==> src/design/lzfg_pkg.sv <==
// Shared constants and command type for the LZSS flag-group decompressor.
package lzfg_pkg;

  localparam int unsigned HIST_DEPTH   = 4096;
  localparam int unsigned HIST_AW      = $clog2(HIST_DEPTH);
  localparam int unsigned DIST_W       = 12;
  localparam int unsigned COUNT_W      = 12;
  localparam int unsigned LEN_W        = 5;
  localparam int unsigned LEN_BIAS     = 3;
  localparam int unsigned LEN_CODE_MSK = 'h0F;
  localparam int unsigned GROUP_TOKENS = 8;
  localparam int unsigned TOK_W        = 4;
  localparam int unsigned NIBBLE_W     = 4;
  localparam int unsigned FIFO_DEPTH   = 4;
  localparam int unsigned FIFO_AW      = $clog2(FIFO_DEPTH);

  localparam logic [COUNT_W-1:0] COUNT_MAX = '1;

  typedef enum logic {
    CMD_LIT  = 1'b0,
    CMD_COPY = 1'b1
  } cmd_kind_e;

  typedef struct packed {
    cmd_kind_e         kind;
    logic [7:0]        lit;
    logic [DIST_W-1:0] distance;
    logic [LEN_W-1:0]  len;
  } cmd_t;

endpackage

==> src/design/lzfg_front.sv <==
// Parser: accepts compressed bytes, tracks group flags and emits literal/copy commands.
module lzfg_front (
  input  logic           clk_i,
  input  logic           rst_ni,
  input  logic           in_valid_i,
  output logic           in_ready_o,
  input  logic [7:0]     in_byte_i,
  input  logic           end_of_stream_i,
  input  logic           fifo_full_i,
  output logic           push_o,
  output lzfg_pkg::cmd_t cmd_o
);

  localparam logic [1:0] PH_FLAG   = 2'd0;
  localparam logic [1:0] PH_TOKEN  = 2'd1;
  localparam logic [1:0] PH_SECOND = 2'd2;

  logic [1:0]                     phase_q, phase_d;
  logic [7:0]                     flags_q, flags_d;
  logic [lzfg_pkg::TOK_W-1:0]     tok_q, tok_d;
  logic [7:0]                     hi_q, hi_d;
  logic [lzfg_pkg::COUNT_W-1:0]   count_q, count_d;

  logic                           accept;
  logic [lzfg_pkg::DIST_W-1:0]    raw_dist;
  logic [lzfg_pkg::DIST_W-1:0]    clamp_dist;
  logic [lzfg_pkg::LEN_W-1:0]     len;
  logic [lzfg_pkg::COUNT_W:0]     count_sum;
  logic [lzfg_pkg::LEN_W-1:0]     add_amt;
  logic [lzfg_pkg::TOK_W-1:0]     tok_inc;

  assign in_ready_o = !fifo_full_i;
  assign accept     = in_valid_i && in_ready_o;

  assign raw_dist   = {hi_q, in_byte_i[7:lzfg_pkg::NIBBLE_W]};
  assign clamp_dist = (raw_dist > count_q) ? count_q : raw_dist;
  assign len        = lzfg_pkg::LEN_W'(in_byte_i & 8'(lzfg_pkg::LEN_CODE_MSK))
                      + lzfg_pkg::LEN_W'(lzfg_pkg::LEN_BIAS);
  assign count_sum  = {1'b0, count_q} + (lzfg_pkg::COUNT_W+1)'(add_amt);
  assign tok_inc    = tok_q + lzfg_pkg::TOK_W'(1);

  always_comb begin
    phase_d = phase_q;
    flags_d = flags_q;
    tok_d   = tok_q;
    hi_d    = hi_q;
    count_d = count_q;
    push_o  = 1'b0;
    add_amt = '0;
    cmd_o.kind     = lzfg_pkg::CMD_LIT;
    cmd_o.lit      = in_byte_i;
    cmd_o.distance = clamp_dist;
    cmd_o.len      = len;
    if (accept) begin
      case (phase_q)
        PH_TOKEN: begin
          if (flags_q[tok_q[2:0]]) begin
            // First byte of a reference; drop it when the stream ends here.
            if (!end_of_stream_i) begin
              hi_d    = in_byte_i;
              phase_d = PH_SECOND;
            end
          end else begin
            push_o  = 1'b1;
            add_amt = lzfg_pkg::LEN_W'(1);
            tok_d   = tok_inc;
            if (tok_inc >= lzfg_pkg::TOK_W'(lzfg_pkg::GROUP_TOKENS)) begin
              tok_d   = '0;
              phase_d = PH_FLAG;
            end
          end
        end
        PH_SECOND: begin
          cmd_o.kind = lzfg_pkg::CMD_COPY;
          if (clamp_dist != '0) begin
            push_o  = 1'b1;
            add_amt = len;
          end
          phase_d = PH_TOKEN;
          tok_d   = tok_inc;
          if (tok_inc >= lzfg_pkg::TOK_W'(lzfg_pkg::GROUP_TOKENS)) begin
            tok_d   = '0;
            phase_d = PH_FLAG;
          end
        end
        default: begin
          flags_d = in_byte_i;
          tok_d   = '0;
          phase_d = PH_TOKEN;
        end
      endcase
      // Saturate the produced count.
      if (count_sum > (lzfg_pkg::COUNT_W+1)'(lzfg_pkg::COUNT_MAX)) begin
        count_d = lzfg_pkg::COUNT_MAX;
      end else begin
        count_d = count_sum[lzfg_pkg::COUNT_W-1:0];
      end
      if (end_of_stream_i) begin
        phase_d = PH_FLAG;
        flags_d = '0;
        tok_d   = '0;
        hi_d    = '0;
        count_d = '0;
      end
    end
  end

  always_ff @(posedge clk_i or negedge rst_ni) begin
    if (!rst_ni) begin
      phase_q <= PH_FLAG;
      flags_q <= '0;
      tok_q   <= '0;
      hi_q    <= '0;
      count_q <= '0;
    end else begin
      phase_q <= phase_d;
      flags_q <= flags_d;
      tok_q   <= tok_d;
      hi_q    <= hi_d;
      count_q <= count_d;
    end
  end

endmodule

==> config.mk <==
export PLATFORM = sky130hd
export DESIGN_NAME = lzfg_front
export DESIGN_NICKNAME = d
export VERILOG_FILES = /design/src/design/lzfg_pkg.sv /design/src/design/lzfg_front.sv
export SDC_FILE = /design/constraint.sdc
export NUM_CORES = 1
export LEC_CHECK = 0
export BUFFER_PORTS_ARGS = -buffer_cell sky130_fd_sc_hd__buf_4
export CELL_PAD_IN_SITES_DETAIL_PLACEMENT = 1
export CELL_PAD_IN_SITES_GLOBAL_PLACEMENT = 1
export CORE_ASPECT_RATIO = 0.8
export CORE_UTILIZATION = 30
export DETAILED_ROUTE_END_ITERATION = 6
export PLACE_DENSITY_LB_ADDON = 0.08
export SLEW_MARGIN = 20
export SYNTH_ARGS = -nofsm -noshare
export SYNTH_HDL_FRONTEND = slang
export SYNTH_SLANG_ARGS = --single-unit
==> constraint.sdc <==
create_clock -name clk_i -period 9.9 [get_ports clk_i]
set_clock_uncertainty 0.1 [all_clocks]
set_input_delay 0.99 -clock clk_i [delete_from_list [all_inputs] [get_ports clk_i]]
set_output_delay 0.99 -clock clk_i [all_outputs]
set_load 0.02 [all_outputs]
==> impl_results.md <==
* Post-Synthesis Cells at 305
* Netlist cell types at 57
* Number of global-route vias before repair at 2373
* Pleak at 1.52 nW
* Number of flops mapped to enable cells by yosys at 0
* Total global routing overflow at 0
* Synth Area in XOR/XNOR at 0.00952
* H-tree level count at 2
* CTS tree: built
* Clock Tree Root: clkbuf_16
* Post-Layout Cell Count at 447
* Final worst path period need at 4.51 ns
* Average wire per cell in the routed design at 18.8 µm
* Share of cells above drive strength 1 at 0.218
* Reg2reg start: count_q[10]
* DRT Pass-1 Iters at 4
* Multi-input logic area at 1690 µm²
* Main combinational cell family by area after synthesis: simple AND/OR/NAND/NOR gates
* Min-Delay Path Class: reg2reg
* Cts repair resizes at 0
* Most used cell, CP: o31a_1
* Most frequent cells after synthesis: nand2_1 (39), dfrtp_1 (34), inv_1 (23)
* Simple logic cell fraction of the synthesized area at 0.231
* Gpl congestion at 0.861
* FF/Latch Area at 851 µm²
* Routed WL at 8410 µm
* # hold bufs at CTS at 0
* Cell Chain, Critical Path: buf_4 > ha_1 > and4_1 > nand3_1 > o2111ai_1 > o31a_1 > mux2i_1 > fa_1 > nor2b_1 > o31a_1 > or2_0 > a41o_1 > a21oi_1
* Ant diodes at 0
* Fmax at 222 MHz
* Worst path required time at 9.96 ns
* Top-count cell post-synth: nand2_1
* Worst VDD drop at 0.101 mV
* # port buffers at 40
* Crit end category: flop
* Row Count at 30
* Register-to-register path setup slack at 5.55 ns
* Nets@finish at 369
* Clk slew on worst S/H paths at 0.06 ns
* # DRC at 0
* Synth Register Bits at 34
* Layout Utilization at 0.377
* Initial Utilization at 0.317
* Initial DRC count at 100
* CP Class: in2reg
* Core area at 8710 µm²
* Area share of fa/ha/maj cells after synthesis at 0.102
* P per Cell Area at 217 nW/µm²
* P&R area growth vs syn at 18.8%
* Syn. warnings at 0
* Top-area cell type share of the netlist area at 0.308
* DR vias at 2437
* Max cap viols at 0
* Power after layout at 0.711 mW
* Post-synthesis mux area share at 0.105
* Pins Over Slew Limit at 0
* Final ANT Viol Nets at 0
* Synth Flop Type: dfrtp_1
* Largest net degree at the start of global routing at 35
* Area contributors post-synth: dfrtp_1 (31%), ha_1 (9.5%), nand2_1 (5.3%)
* Worst skew pair latency at 0.28 ns
* Total GRT Usage at 0.189
* Syn_nets at 340
* Asr flop ratio synth at 1.00
* Largest stage delay, worst path at 0.82 ns
* Hold wc startpoint: flags_q[2]
* Setup TNS at 0 ns
* Die width at 109 µm
* Hold Path End: flags_q[2]
* Area leader, netlist: dfrtp_1
* Avg Cell Area, Syn at 9.05 µm²
* CP Launch Type: input pin
* Max_slew headroom at 0.372
* Critical path data arrival time at 4.57 ns
* Num CTS Buffers at 5
* Status: finished, final reports clean
* # setup viols final at 0
* RSZ-0062 raised after global routing: no
* Fillcell total at 1046
* Placed cell count at 439
* Post-synthesis compound-gate area fraction at 0.165
* Die ar. at 9590 µm²
* WHS Path Cells at 2
* Mapped Area at 2760 µm²
* R2R Path End: count_q[10]
* Number of vias per cell at 5.45
* Worst r2r path cells at 13
* Min Hold Slack at 0.371 ns
* Initial antenna violation count at 0
* CTS Sinks at 34
* CP max stage cell: o31a_1
* Setup repair bufs after CTS at 0
* Sequential fraction of the synthesis area at 0.308
* Tcrit/Tclk final at 0.455
* Crit-path max FO at 15
* Hpwl dp at 6530 µm
* Worst-margin pin slew at 0.942 ns
* Final hold vios at 0
* First-pass GRT wire length at 13700 µm
* Die Y at 87.8 µm
* Buffer levels on the longest clock path at 2
* Num ports at 41
-- placed cells by master (no fill, tap or decap), types with 6 or more instances in the layout --
| cell | n |
|---|---|
| o21ai_0 | 10 |
| mux2_2 | 8 |
| nor2_1 | 12 |
| inv_1 | 23 |
| nand3b_1 | 10 |
| nand2_1 | 39 |
| ha_1 | 21 |
| nor4_1 | 7 |
| nor2b_1 | 6 |
| dfrtp_1 | 34 |
| buf_4 | 42 |
| a21oi_1 | 9 |
| mux2i_1 | 11 |
| nor3_1 | 8 |
| nand3_1 | 11 |
-- metrics by stage --
stage / area, µm² / setup WS [ns]
floorplan: 2760 / 5.95
global placement: 3090 / 5.12
detailed placement: 3090 / 5.15
CTS: 3280 / 5.43
global route: 3280 / 5.14
finish: 3280 / 5.39
-- per-layer routing --
metal	GRT usage	part of all wire
met2	0.261	0.40
met3	0.0275	0.032
met1	0.298	0.55
met5	0	0
met4	0.0533	0.0088
-- how the worst max path moves through the flow --
stage / startpoint / end / slack (ns)
after floorplan: in_byte_i[5] / count_q[10] / 5.95
after global placement: in_byte_i[7] / count_q[2] / 5.12
after detailed placement: in_byte_i[7] / count_q[2] / 5.15
after CTS: in_byte_i[7] / count_q[2] / 5.43
after global routing: in_byte_i[7] / count_q[7] / 5.14
final: in_byte_i[7] / count_q[10] / 5.39
-- sequential cells by signal (all words and copies together) (netlist names) --
name / count
count_q: 12
flags_q: 8
hi_q: 8
tok_q: 4
phase_q: 2
-- layout make-up --
class,count,share of cell area
clock buffers,5,0.0382
repair buffers,42,0.0961
clock inverters,3,0.0210
flip-flops and latches,34,0.259
well taps,112,0.0427
inverters,23,0.0263
multi-input cells,228,0.516
-- kinds of logic after synthesis --
group / count (synthesis)
and+or+nand+nor: 119
AOI/OAI and AO/OA: 61
DFF: 34
adders and majority gates: 22
xor gates and xnor gates: 3
muxes: 23
buffers and inverters: 43
-- critical path, delay by kind of cell --
kind	cells	cell delay, ns
compound gates	5	1.48
simple gates	4	0.96
fa+ha+maj	2	0.76
mux	1	0.22
buf+inv	1	0.15
-- where the power goes --
group	total (mW)	leakage, nW	switching, mW	internal [mW]
Sequential	0.196	0.443	0.0318	0.164
Clock	0.208	0.0940	0.0634	0.145
Combinational	0.306	0.981	0.169	0.137
Note: power is estimated with default switching activity, not from simulation.
