[config.mk]
export PLATFORM = sky130hd
export DESIGN_NAME = lzfg_cmd_fifo
export DESIGN_NICKNAME = d
export VERILOG_FILES = /design/src/design/lzfg_pkg.sv /design/src/design/lzfg_cmd_fifo.sv
export SDC_FILE = /design/constraint.sdc
export NUM_CORES = 1
export LEC_CHECK = 0
export BUFFER_PORTS_ARGS = -buffer_cell sky130_fd_sc_hd__buf_2
export CAP_MARGIN = 20
export CORE_MARGIN = 2
export CORE_UTILIZATION = 51
export CTS_CLUSTER_SIZE = 8
export DETAILED_ROUTE_END_ITERATION = 12
export GPL_ROUTABILITY_DRIVEN = 1
export HOLD_SLACK_MARGIN = 0.02
export PLACE_DENSITY = 0.75
export SYNTH_ARGS = -nofsm -noshare
export SYNTH_HDL_FRONTEND = slang
export SYNTH_SLANG_ARGS = --single-unit
[constraint.sdc]
create_clock -name clk_i -period 1.8 [get_ports clk_i]
set_clock_uncertainty 0.2 [all_clocks]
set_input_delay 0.45 -clock clk_i [delete_from_list [all_inputs] [get_ports clk_i]]
set_output_delay 0.45 -clock clk_i [all_outputs]
set_load 0.02 [all_outputs]
[src/design/lzfg_pkg.sv]
// Shared constants and command type for the LZSS flag-group decompressor.
package lzfg_pkg;

  localparam int unsigned HIST_DEPTH   = 4096;
  localparam int unsigned HIST_AW      = $clog2(HIST_DEPTH);
  localparam int unsigned DIST_W       = 12;
  localparam int unsigned COUNT_W      = 12;
  localparam int unsigned LEN_W        = 5;
  localparam int unsigned LEN_BIAS     = 3;
  localparam int unsigned LEN_CODE_MSK = 'h0F;
  localparam int unsigned GROUP_TOKENS = 8;
  localparam int unsigned TOK_W        = 4;
  localparam int unsigned NIBBLE_W     = 4;
  localparam int unsigned FIFO_DEPTH   = 4;
  localparam int unsigned FIFO_AW      = $clog2(FIFO_DEPTH);

  localparam logic [COUNT_W-1:0] COUNT_MAX = '1;

  typedef enum logic {
    CMD_LIT  = 1'b0,
    CMD_COPY = 1'b1
  } cmd_kind_e;

  typedef struct packed {
    cmd_kind_e         kind;
    logic [7:0]        lit;
    logic [DIST_W-1:0] distance;
    logic [LEN_W-1:0]  len;
  } cmd_t;

endpackage

[src/design/lzfg_cmd_fifo.sv]
// Small command queue between the parser and the copy engine.
module lzfg_cmd_fifo (
  input  logic           clk_i,
  input  logic           rst_ni,
  input  logic           push_i,
  input  lzfg_pkg::cmd_t cmd_i,
  input  logic           pop_i,
  output logic           full_o,
  output logic           valid_o,
  output lzfg_pkg::cmd_t cmd_o
);

  lzfg_pkg::cmd_t                 mem_q [lzfg_pkg::FIFO_DEPTH];
  logic [lzfg_pkg::FIFO_AW-1:0]   wr_q, rd_q;
  logic [lzfg_pkg::FIFO_AW:0]     cnt_q;

  assign full_o  = (cnt_q == (lzfg_pkg::FIFO_AW+1)'(lzfg_pkg::FIFO_DEPTH));
  assign valid_o = (cnt_q != '0);
  assign cmd_o   = mem_q[rd_q];

  always_ff @(posedge clk_i) begin
    if (push_i) begin
      mem_q[wr_q] <= cmd_i;
    end
  end

  always_ff @(posedge clk_i or negedge rst_ni) begin
    if (!rst_ni) begin
      wr_q  <= '0;
      rd_q  <= '0;
      cnt_q <= '0;
    end else begin
      if (push_i) begin
        wr_q <= wr_q + lzfg_pkg::FIFO_AW'(1);
      end
      if (pop_i) begin
        rd_q <= rd_q + lzfg_pkg::FIFO_AW'(1);
      end
      case ({push_i, pop_i})
        2'b10:   cnt_q <= cnt_q + (lzfg_pkg::FIFO_AW+1)'(1);
        2'b01:   cnt_q <= cnt_q - (lzfg_pkg::FIFO_AW+1)'(1);
        default: cnt_q <= cnt_q;
      endcase
    end
  end

endmodule

==> impl_results.md, run 1 <==
- # rows: 33
- Fin. max-slew vios: 0
- Violated checks: setup timing
- Overall power: 0.00865 W
- Tcrit/Tclk final: 1.30
- Clk_lat worst skew: 0.36 ns
- Post-Syn Instances: 169
- Slew HR: 0.879
- Max Freq: 428 MHz
- Clock tree buffer depth: 2
- Leak: 1.86 nW
- Mapped Area: 0.00419 mm^2
- Yosys cell types: 19
- Endpoints failing setup: 28
- Vias per std cell: 5.36
- CORE AREA: 0.00809 mm^2
- Pwr dens: 1660 mW/mm^2
- Die height: 94.7 um
- Synth area leaders: edfxtp_1 74%, mux4_2 9.7%, mux4_1 5.0%, dfrtp_1 4.2%, ha_1 1.5%
- Chip Width: 94.7 um
- # diodes: 0
- Hold Vio Cnt, Final: 0
- CTS tree: yes
- Crit path capture type: output pin
- Starting Density: 0.518
- Post-layout nets: 294
- Pre-CTS WS: -0.199 ns
- Vias in the first global route: 2,037
- Sequential area share after synthesis: 0.787
- WHS Path Cells: 1
- Worst-margin pin slew: 0.182 ns
- Placer's final routability congestion estimate: 0.743
- Avg Cell Area, Syn: 24.8 um^2
- Vias: 1,966
- First-pass GRT wire length: 10.6 mm
- Setup TNS Final: -13.61 ns
- Run status: finished, violations left
- Area growth syn-to-layout: 24.5%
- Post-DP HPWL: 4.52 mm
- Initial drt markers: 82
- Placed cells: 343
- Sinks on Clock Net: 111
- Worst vdd ir: 0.000720 V
- CTS buffer count: 9
- Root Driver: clkbuf_8
- Layout cells sized above 1: 0.500
- Drt total wl: 6.86 mm
- Net Count, Synth: 205
- Setup CP Type: reg2out
- Required @ worst endpoint: 1.15 ns
- Die Area: 0.00896 mm^2
- Initial antenna violation count: 0
- Port bufs: 57
- Post-synth top area cell: edfxtp_1
- Largest net degree at the start of global routing: 20
- Overall Global Routing Usage: 0.169
- R2R depth: 6
- Fillers: 575
- Largest fanout on the critical path: 8
- Hold slack final: 0.0970 ns
- Global route overflow: 0
- Tmin final: 2.34 ns
- FF+latch count, synth: 111
- Fin worst setup slack: -0.537 ns
- CP arrival: 1.69 ns
- Initial DRT Pass Iterations: 4
- DRC: 0
- Hold Path Class: in2reg
- Antenna-violating nets left: 0
- Drt wl/cell: 18.7 um
- RSZ-0062 raised after global routing: yes
- Non-Filler Instances: 367
- Yosys warning count: 0
- Yosys top cell area share: 0.745
- Max Cap Viol: 0
- IO Pins: 58
- H-Tree Depth: 3
- Worst setup SP type: flop
- Clock slew at reported path FFs: 0.10 ns
cells by family (layout without fill, tap and decap cells):
logic type,Yosys count,after routing,share of synthesized area
flops,111,111,0.787
mux,27,27,0.150
simple gates,9,9,0.0119
buf+inv,9,102,0.0185
fa+ha+maj,6,6,0.0197
xor+xnor,6,6,0.0125
compound gates,1,1,0.00119
registers in the layout (all words and copies together) (netlist names):
signal / flops
mem_q: 104
cnt_q: 3
rd_q: 2
wr_q: 2
per-layer routing:
metal | up-vias | part of all wire | global-route usage
met1 | 1024 | 0.40 | 0.214
li1 | 873 | - | -
met2 | 60 | 0.55 | 0.290
met4 | 0 | 0.018 | 0.0725
met3 | 9 | 0.041 | 0.0287
met5 | - | 0 | 0
stage by stage:
stage                     instance area (um^2)  utilization
after floorplan                           4200            -
after global placement                    4800        0.593
after detailed placement                  4800        0.593
after CTS                                 5210        0.643
after global routing                      5220        0.645
final                                     5220        0.645
placed cells by master (no fill, tap or decap), types with 2 or more instances in the layout:
cell type | Yosys | final
ha_1 | 5 | 5
nand2_1 | 2 | 2
buf_4 | 0 | 14
clkinvlp_4 | 0 | 2
dfrtp_1 | 7 | 6
buf_6 | 1 | 21
edfxtp_1 | 104 | 104
bufinv_16 | 0 | 2
xnor2_1 | 3 | 3
buf_2 | 3 | 37
and2_2 | 0 | 3
buf_12 | 2 | 10
xor2_1 | 3 | 3
mux4_2 | 18 | 26
clkbuf_8 | 0 | 9
inv_1 | 3 | 3
power by group:
part	internal [W]	total, W	leakage [nW]	switching, W
registers	0.00339	0.00354	1.04	0.000156
clock network	0.000779	0.00154	0.0986	0.000766
logic	0.00189	0.00356	0.724	0.00167
total	0.00606	0.00865	1.86	0.00259
cells in the mapped netlist:
cell / number
and2_1: 4
buf_12: 2
buf_2: 3
buf_6: 1
dfrtp_1: 7
edfxtp_1: 104
fa_1: 1
ha_1: 5
inv_1: 3
mux2_2: 1
mux4_1: 8
mux4_2: 18
nand2_1: 2
nor2_1: 1
nor3b_1: 1
o21ai_0: 1
or3_1: 1
xnor2_1: 3
xor2_1: 3
what timing repair did:
| item | 4_1_cts | 5_1_grt |
|---|---|---|
| pin swaps | 0 | 4 |
| setup buffers | 7 | 0 |
| resized for setup | 49 | 4 |
| endpoints found under the hold margin | 7 | 0 |
| hold buffers | 1 | 0 |
| endpoints found under the setup margin | 28 | 29 |
| gates cloned | 1 | 0 |
area by class of cell:
| class | count | area (um^2) | area share |
|---|---|---|---|
| clock buffer | 10 | 128 | 0.0244 |
| clock inverter | 5 | 83.8 | 0.0161 |
| inverter | 3 | 11.3 | 0.00216 |
| multi-input combinational | 49 | 803 | 0.154 |
| sequential | 111 | 3300 | 0.632 |
| tap | 105 | 131 | 0.0252 |
| timing repair buffer | 84 | 764 | 0.146 |
critical path, stage by stage (launching register included):
cell and delay [ns]:
dfrtp_2 0.39, buf_12 0.12, buf_12 0.13, mux4_2 0.52, buf_6 0.15
path summary, 6_finish.rpt:
path | from | end | slack (ns)
max | rd_q[0] | cmd_o[3] | -0.54
min | cmd_i[5] | mem_q[3][5] | 0.1
max reg2reg | cnt_q[0] | cnt_q[2] | 0.08
min reg2reg | cnt_q[2] | cnt_q[2] | 0.30
max in group asynchronous | rst_ni | rd_q[0] | 0.97
min in group asynchronous | rst_ni | rd_q[0] | 0.25
Power figures use the tool's default switching activity.
==> run 2: changes to the inputs <==
Settings changed: MAX_ROUTING_LAYER set to met4.
Clock period 1.8 ns to 1.9 ns, I/O delays scaled along.
==> run 2 against run 1 <==
Effect of this change: non-clock buffer count decreased by 6; worst setup slack gained 0.059 ns; design area is 3.4% lower; sequential share of layout area grew 2.2 points; critical path type unchanged; first-iteration DRC count shrank 11%; total power fell by 11%; sequential power is 5% lower; die area unchanged; the flow still finishes with violations (setup timing); wire length down 7.2%; utilization decreased by 2.2 points.
==> impl_results.md, run 2 (same netlist as run 1, synthesis figures left out) <==
- Leak: 1.80 nW (was 1.86 nW)
- Max reg flops: 104 (unchanged)
- Die height: 94.7 um (unchanged)
- CORE AREA: 0.00809 mm^2 (unchanged)
- Largest net degree at the start of global routing: 21 (was 20)
- Overall power: 0.00766 W (was 0.00865 W)
- CTS buffer count: 9 (unchanged)
- Vias: 1,861 (was 1,966)
- Post-DP HPWL: 4.10 mm (was 4.52 mm)
- Violated checks: setup timing (unchanged)
- Vias in the first global route: 1,981 (was 2,037)
- Crit path largest cell delay: 0.54 ns (was 0.52 ns)
- Root Driver: clkbuf_8 (unchanged)
- Crit path capture type: output pin (unchanged)
- Clk_lat worst skew: 0.35 ns (was 0.36 ns)
- Area occupied by multi-input gates: 801 um^2 (was 803 um^2)
- CP arrival: 1.70 ns (was 1.69 ns)
- Pwr dens: 1520 mW/mm^2 (was 1660 mW/mm^2)
- Global route overflow: 0 (unchanged)
- CTS tree: yes (unchanged)
- # rows: 33 (unchanged)
- Drt wl/cell: 17.6 um (was 18.7 um)
- RR Endpoint: cnt_q[2] (unchanged)
- Post-layout nets: 288 (was 294)
- Tmin final: 2.38 ns
- # diodes: 0 (unchanged)
- Overall Global Routing Usage: 0.161 (was 0.169)
- Initial antenna violation count: 0 (unchanged)
- R2R setup slack: 0.23 ns (was 0.08 ns)
- Slew HR: 0.882 (was 0.879)
- Worst vdd ir: 0.000673 V (was 0.000720 V)
- RSZ-0062 raised after global routing: yes (unchanged)
- R2R depth: 5 (was 6)
- Die Area: 0.00896 mm^2 (unchanged)
- Worst setup SP type: flop (unchanged)
- Layout cells sized above 1: 0.479 (was 0.500)
- Dpl cell area: 0.00476 mm^2 (was 0.00480 mm^2)
- Drt total wl: 6.37 mm (was 6.86 mm)
- Required @ worst endpoint: 1.22 ns (was 1.15 ns)
- Fin. max-slew vios: 0 (unchanged)
- R2r startpoint: cnt_q[0] (unchanged)
- DRC: 0 (unchanged)
- First-pass GRT wire length: 10.0 mm (was 10.6 mm)
- Clock slew at reported path FFs: 0.11 ns (was 0.10 ns)
- IO Pins: 58 (unchanged)
- Initial drt markers: 73 (was 82)
- Starting Density: 0.518 (unchanged)
- Commonest non-fill, non-tap cell in the layout: edfxtp_1 (unchanged)
- Largest fanout on the critical path: 13 (was 8)
- Setup TNS Final: -11.05 ns (was -13.61 ns)
- Hold Vio Cnt, Final: 0 (unchanged)
- Critical path endpoint: cmd_o[6] (was cmd_o[3])
- Final instance area: 0.00505 mm^2 (was 0.00522 mm^2)
- Setup CP Type: reg2out (unchanged)
- Vias per std cell: 5.14 (was 5.36)
- Placer's final routability congestion estimate: 0.691 (was 0.743)
- Sinks on Clock Net: 111 (unchanged)
- CP max stage cell: mux4_1 (was mux4_2)
- Hold Path Class: in2reg (unchanged)
- Worst-margin pin slew: 0.177 ns (was 0.182 ns)
- Run status: finished, violations left (unchanged)
- Chip Width: 94.7 um (unchanged)
- H-Tree Depth: 3 (unchanged)
- Sequential Area: 0.00330 mm^2 (about the same)
- Port bufs: 57 (unchanged)
- Top reg by flops: mem_q (unchanged)
- Max Cap Viol: 0 (unchanged)
- Endpoints failing setup: 27 (was 28)
- Tcrit/Tclk final: 1.25
- Setup crit start: rd_q[0] (unchanged)
- Max Freq: 420 MHz
- Antenna-violating nets left: 0 (unchanged)
- Initial DRT Pass Iterations: 4 (unchanged)
- CP Cell Sequence: buf_12 > mux4_1 > buf_2 (was buf_12 > buf_12 > mux4_2 > buf_6)
- Largest regs: mem_q (104), cnt_q (3) (unchanged)
- Clock tree buffer depth: 2 (unchanged)
- Fillers: 585 (was 575)
- Pre-CTS WS: -0.105 ns (was -0.199 ns)
- Fin util: 0.624 (was 0.645)
- Area growth syn-to-layout: 20.4% (was 24.5%)
- Commonest cells after routing, fill and taps aside: 104 x edfxtp_1, 48 x buf_2, 25 x mux4_2, 13 x buf_4 (was 104 x edfxtp_1, 37 x buf_2, 26 x mux4_2, 21 x buf_6, 14 x buf_4)
- Fin worst setup slack: -0.478 ns (was -0.537 ns)
run 2: changes by cell type in the layout (fill, tap and decap cells not counted), moves of 2 or more:
cell and delta:
buf_6 -12, buf_2 +11, and2_1 +3, and2_2 -3
buf_12 -3, clkinvlp_4 -2, inv_6 +2
run 2: power breakdown:
part           switching (W)  internal (W)  total (W)
logic                0.00144       0.00141    0.00285
registers           0.000170       0.00321    0.00338
clock network       0.000794      0.000639    0.00143
total                0.00240       0.00526    0.00766
run 2: worst min path at each step:
stage / from / end / slack (ns) / cells past startpoint
finish: cmd_i[19] / mem_q[3][19] / 0.12 / 1
global route: cmd_i[24] / mem_q[2][24] / 0.12 / 1
CTS: cmd_i[19] / mem_q[3][19] / 0.11 / 1
detailed placement: rst_ni / cnt_q[2] / 0.12 / 1
global placement: rst_ni / cnt_q[2] / 0.12 / 1
floorplan: rst_ni / cnt_q[0] / -0.02 / 0
run 2: metal layers:
| layer | part of all wire | vias up | GRT usage |
|---|---|---|---|
| li1 | - | 863 | - |
| met3 | 0.042 | 8 | 0.0279 |
| met4 | 0.015 | 0 | 0.0616 |
| met5 | 0 | - | - |
| met2 | 0.51 | 48 | 0.265 |
| met1 | 0.43 | 942 | 0.203 |
run 2: repair_timing:
action,CTS,global route
hold buffers,1,0
pin swaps,1,2
buffers inserted,2,1
resized for setup,25,3
endpoints found under the hold margin,7,0
setup endpoints to repair,27,28
run 2: stage by stage:
| step | hold WS [ns] | std cells |
|---|---|---|
| 2_1_floorplan | -0.0206 | 169 |
| 3_3_place_gp | 0.118 | 342 |
| 3_5_place_dp | 0.123 | 342 |
| 4_1_cts | 0.105 | 361 |
| 5_1_grt | 0.115 | 362 |
| 6_report | 0.119 | 362 |
run 2: area by class of cell:
| cell class | instances | share of cell area |
|---|---|---|
| Clock buffer | 9 | 0.0245 |
| Clock inverter | 7 | 0.0176 |
| Inverter | 3 | 0.00223 |
| Multi-Input combinational cell | 49 | 0.159 |
| Sequential cell | 111 | 0.654 |
| Tap cell | 105 | 0.0260 |
| Timing Repair Buffer | 78 | 0.117 |
run 2: worst max-delay path: cells and delay by family, from the launching register on:
family,cells,cell delay (ns)
buffers and inverters,2,0.35
multiplexers,1,0.54
flip-flops,1,0.45
==> run 3: changes to the inputs <==
Settings changed: RECOVER_POWER set to 25.
==> run 3 against run 2 <==
Effect of this change: largest cell class unchanged; the flow still finishes with violations (setup timing); count of clock-buffer cells in the layout stayed put; highest routed layer unchanged; first-iteration DRC count is 8.2% higher; critical path depth stayed put; design area is 0.40% lower; total power hardly changed; sequential cell count stayed put; clock power hardly changed; maximum frequency hardly changed; final cell count stayed put; via count is 0.11% higher; sequential share of layout area is 0.26 points higher.
==> impl_results.md, run 3 (same netlist as run 1, synthesis figures left out) <==
- Crit path capture type: output pin (unchanged)
- Gate power share: 0.371 (was 0.372)
- IO Pins: 58 (unchanged)
- Tmin final: 2.38 ns (about the same)
- Drt wl/cell: 17.6 um (about the same)
- Initial DRT Pass Iterations: 4 (unchanged)
- Largest regs: mem_q (104), cnt_q (3) (unchanged)
- Initial antenna violation count: 0 (unchanged)
- CP arrival: 1.71 ns (was 1.70 ns)
- Run status: finished, violations left (unchanged)
- Commonest cells after routing, fill and taps aside: 104 x edfxtp_1, 32 x buf_2, 25 x mux4_2, 16 x clkbuf_1, 13 x buf_4 (was 104 x edfxtp_1, 48 x buf_2, 25 x mux4_2, 13 x buf_4)
- Non-Filler Instances: 362 (unchanged)
- CTS buffer count: 9 (unchanged)
- Fillers: 593 (was 585)
- Setup CP Type: reg2out (unchanged)
- R2R setup slack: 0.23 ns (about the same)
- WHS Path Cells: 1 (unchanged)
- Leak: 1.75 nW (was 1.80 nW)
- Sw Ratio: 0.314 (was 0.313)
- Vias per std cell: 5.15 (was 5.14)
- Die Area: 0.00896 mm^2 (unchanged)
- Sinks on Clock Net: 111 (unchanged)
- Overall Global Routing Usage: 0.161 (unchanged)
- H-Tree Depth: 3 (unchanged)
- Antenna-violating nets left: 0 (unchanged)
- Post-DP HPWL: 4.10 mm (unchanged)
- WHS Endpoint: mem_q[2][6] (was mem_q[3][19])
- Largest net degree at the start of global routing: 21 (unchanged)
- Die height: 94.7 um (unchanged)
- DRC: 0 (unchanged)
- Chip Width: 94.7 um (unchanged)
- Drt total wl: 6.38 mm (was 6.37 mm)
- Worst-margin pin slew: 0.177 ns (about the same)
- # diodes: 0 (unchanged)
- Worst setup SP type: flop (unchanged)
- R2r startpoint: cnt_q[0] (unchanged)
- CTS tree: yes (unchanged)
- Initial drt markers: 79 (was 73)
- Internal Dissipation: 0.00526 W (about the same)
- Post-layout nets: 288 (unchanged)
- First-pass GRT wire length: 10.0 mm (unchanged)
- # rows: 33 (unchanged)
- Fin worst setup slack: -0.481 ns (was -0.478 ns)
- Layout cells sized above 1: 0.416 (was 0.479)
- Root Driver: clkbuf_8 (unchanged)
- Violated checks: setup timing (unchanged)
- Top reg by flops: mem_q (unchanged)
- Setup TNS Final: -11.13 ns (was -11.05 ns)
- Vias in the first global route: 1,981 (unchanged)
- Pwr dens: 1520 mW/mm^2 (about the same)
- Endpoints failing setup: 28 (was 27)
- Hold Path Class: in2reg (unchanged)
- RR Endpoint: cnt_q[2] (unchanged)
- Max Freq: 420 MHz (about the same)
- Required @ worst endpoint: 1.22 ns (about the same)
- Sequential share of power: 0.441 (about the same)
- Area growth syn-to-layout: 19.9% (was 20.4%)
- Fin. max-slew vios: 0 (unchanged)
- Worst hold start: cmd_i[6] (was cmd_i[19])
- Placer's final routability congestion estimate: 0.691 (unchanged)
- Port bufs: 57 (unchanged)
- Clock power frac: 0.187 (about the same)
- Clock tree buffer depth: 2 (unchanged)
- Clock slew at reported path FFs: 0.10 ns (was 0.11 ns)
- Slew HR: 0.882 (about the same)
- Global route overflow: 0 (unchanged)
- Clk_lat worst skew: 0.35 ns (about the same)
- Commonest non-fill, non-tap cell in the layout: edfxtp_1 (unchanged)
- Worst vdd ir: 0.000674 V (was 0.000673 V)
- Tcrit/Tclk final: 1.25 (about the same)
- Hold Vio Cnt, Final: 0 (unchanged)
- RSZ-0062 raised after global routing: yes (unchanged)
- Largest fanout on the critical path: 13 (unchanged)
- CORE AREA: 0.00809 mm^2 (unchanged)
- Net switching power: 0.00240 W (about the same)
- Placed cells: 342 (unchanged)
- Max reg flops: 104 (unchanged)
- Starting Density: 0.518 (unchanged)
- R2R depth: 5 (unchanged)
- Max Cap Viol: 0 (unchanged)
- Vias: 1,863 (was 1,861)
==> run 3: cell count changes in the layout (fill, tap and decap cells not counted), sizes merged <==
cell and delta:
clkbuf +16, buf -16
==> run 3: worst max-delay path by stage <==
stage,from,end,slack [ns]
CTS,rd_q[0],cmd_o[6],-0.51
detailed placement,rd_q[0],cmd_o[6],-0.10
floorplan,rd_q[0],cmd_o[10],0.03
global route,rd_q[0],cmd_o[6],-0.56
finish,rd_q[0],cmd_o[6],-0.48
global placement,rd_q[0],cmd_o[6],-0.1
==> run 3: power by group through the flow <==
stage / clock network (W) / logic [W] / registers, W
global route: 0.00154 / 0.00307 / 0.00343
finish: 0.00143 / 0.00285 / 0.00338
global placement: 0 / 0.00261 / 0.00342
detailed placement: 0 / 0.00264 / 0.00344
floorplan: 0 / 0.00182 / 0.00337
CTS: 0.00147 / 0.00288 / 0.00338
==> run 3: area by class of cell <==
cell class / instances / area, um^2 / area share
Clock buffer: 9 / 124 / 0.0246
Clock inverter: 7 / 88.8 / 0.0177
Inverter: 3 / 11.3 / 0.00224
Multi-Input combinational cell: 49 / 801 / 0.159
Sequential cell: 111 / 3300 / 0.657
Tap cell: 105 / 131 / 0.0261
Timing Repair Buffer: 78 / 569 / 0.113
==> run 3: what timing repair did <==
action	CTS	global route
buffers inserted	2	1
resized for setup	25	3
pin swaps	1	2
endpoints found under the setup margin	27	28
hold buffers	1	0
endpoints found under the hold margin	7	0
==> run 3: stage by stage <==
stage	instance area, um^2	total power, W	utilization	hold slack [ns]	setup WS, ns
6_report	5030	0.00766	0.621	0.127	-0.481
5_1_grt	5030	0.00804	0.621	0.125	-0.558
4_1_cts	5030	0.00773	0.621	0.105	-0.512
3_5_place_dp	4760	0.00608	0.588	0.123	-0.105
3_3_place_gp	4760	0.00603	0.588	0.118	-0.0967
2_1_floorplan	4190	0.00519	-	-0.0206	0.0335
==> run 3: routing by layer <==
metal  vias up  part of all wire  track usage
li1        862                 -            -
met1       950              0.43        0.203
met2        45              0.51        0.265
met3         6             0.043       0.0279
met4         0             0.012       0.0616
met5         -                 0            -
==> run 3: worst max-delay path: stages (launching register included) <==
cell,delay (ns)
dfrtp_2,0.45
buf_12,0.18
mux4_1,0.54
buf_2,0.17
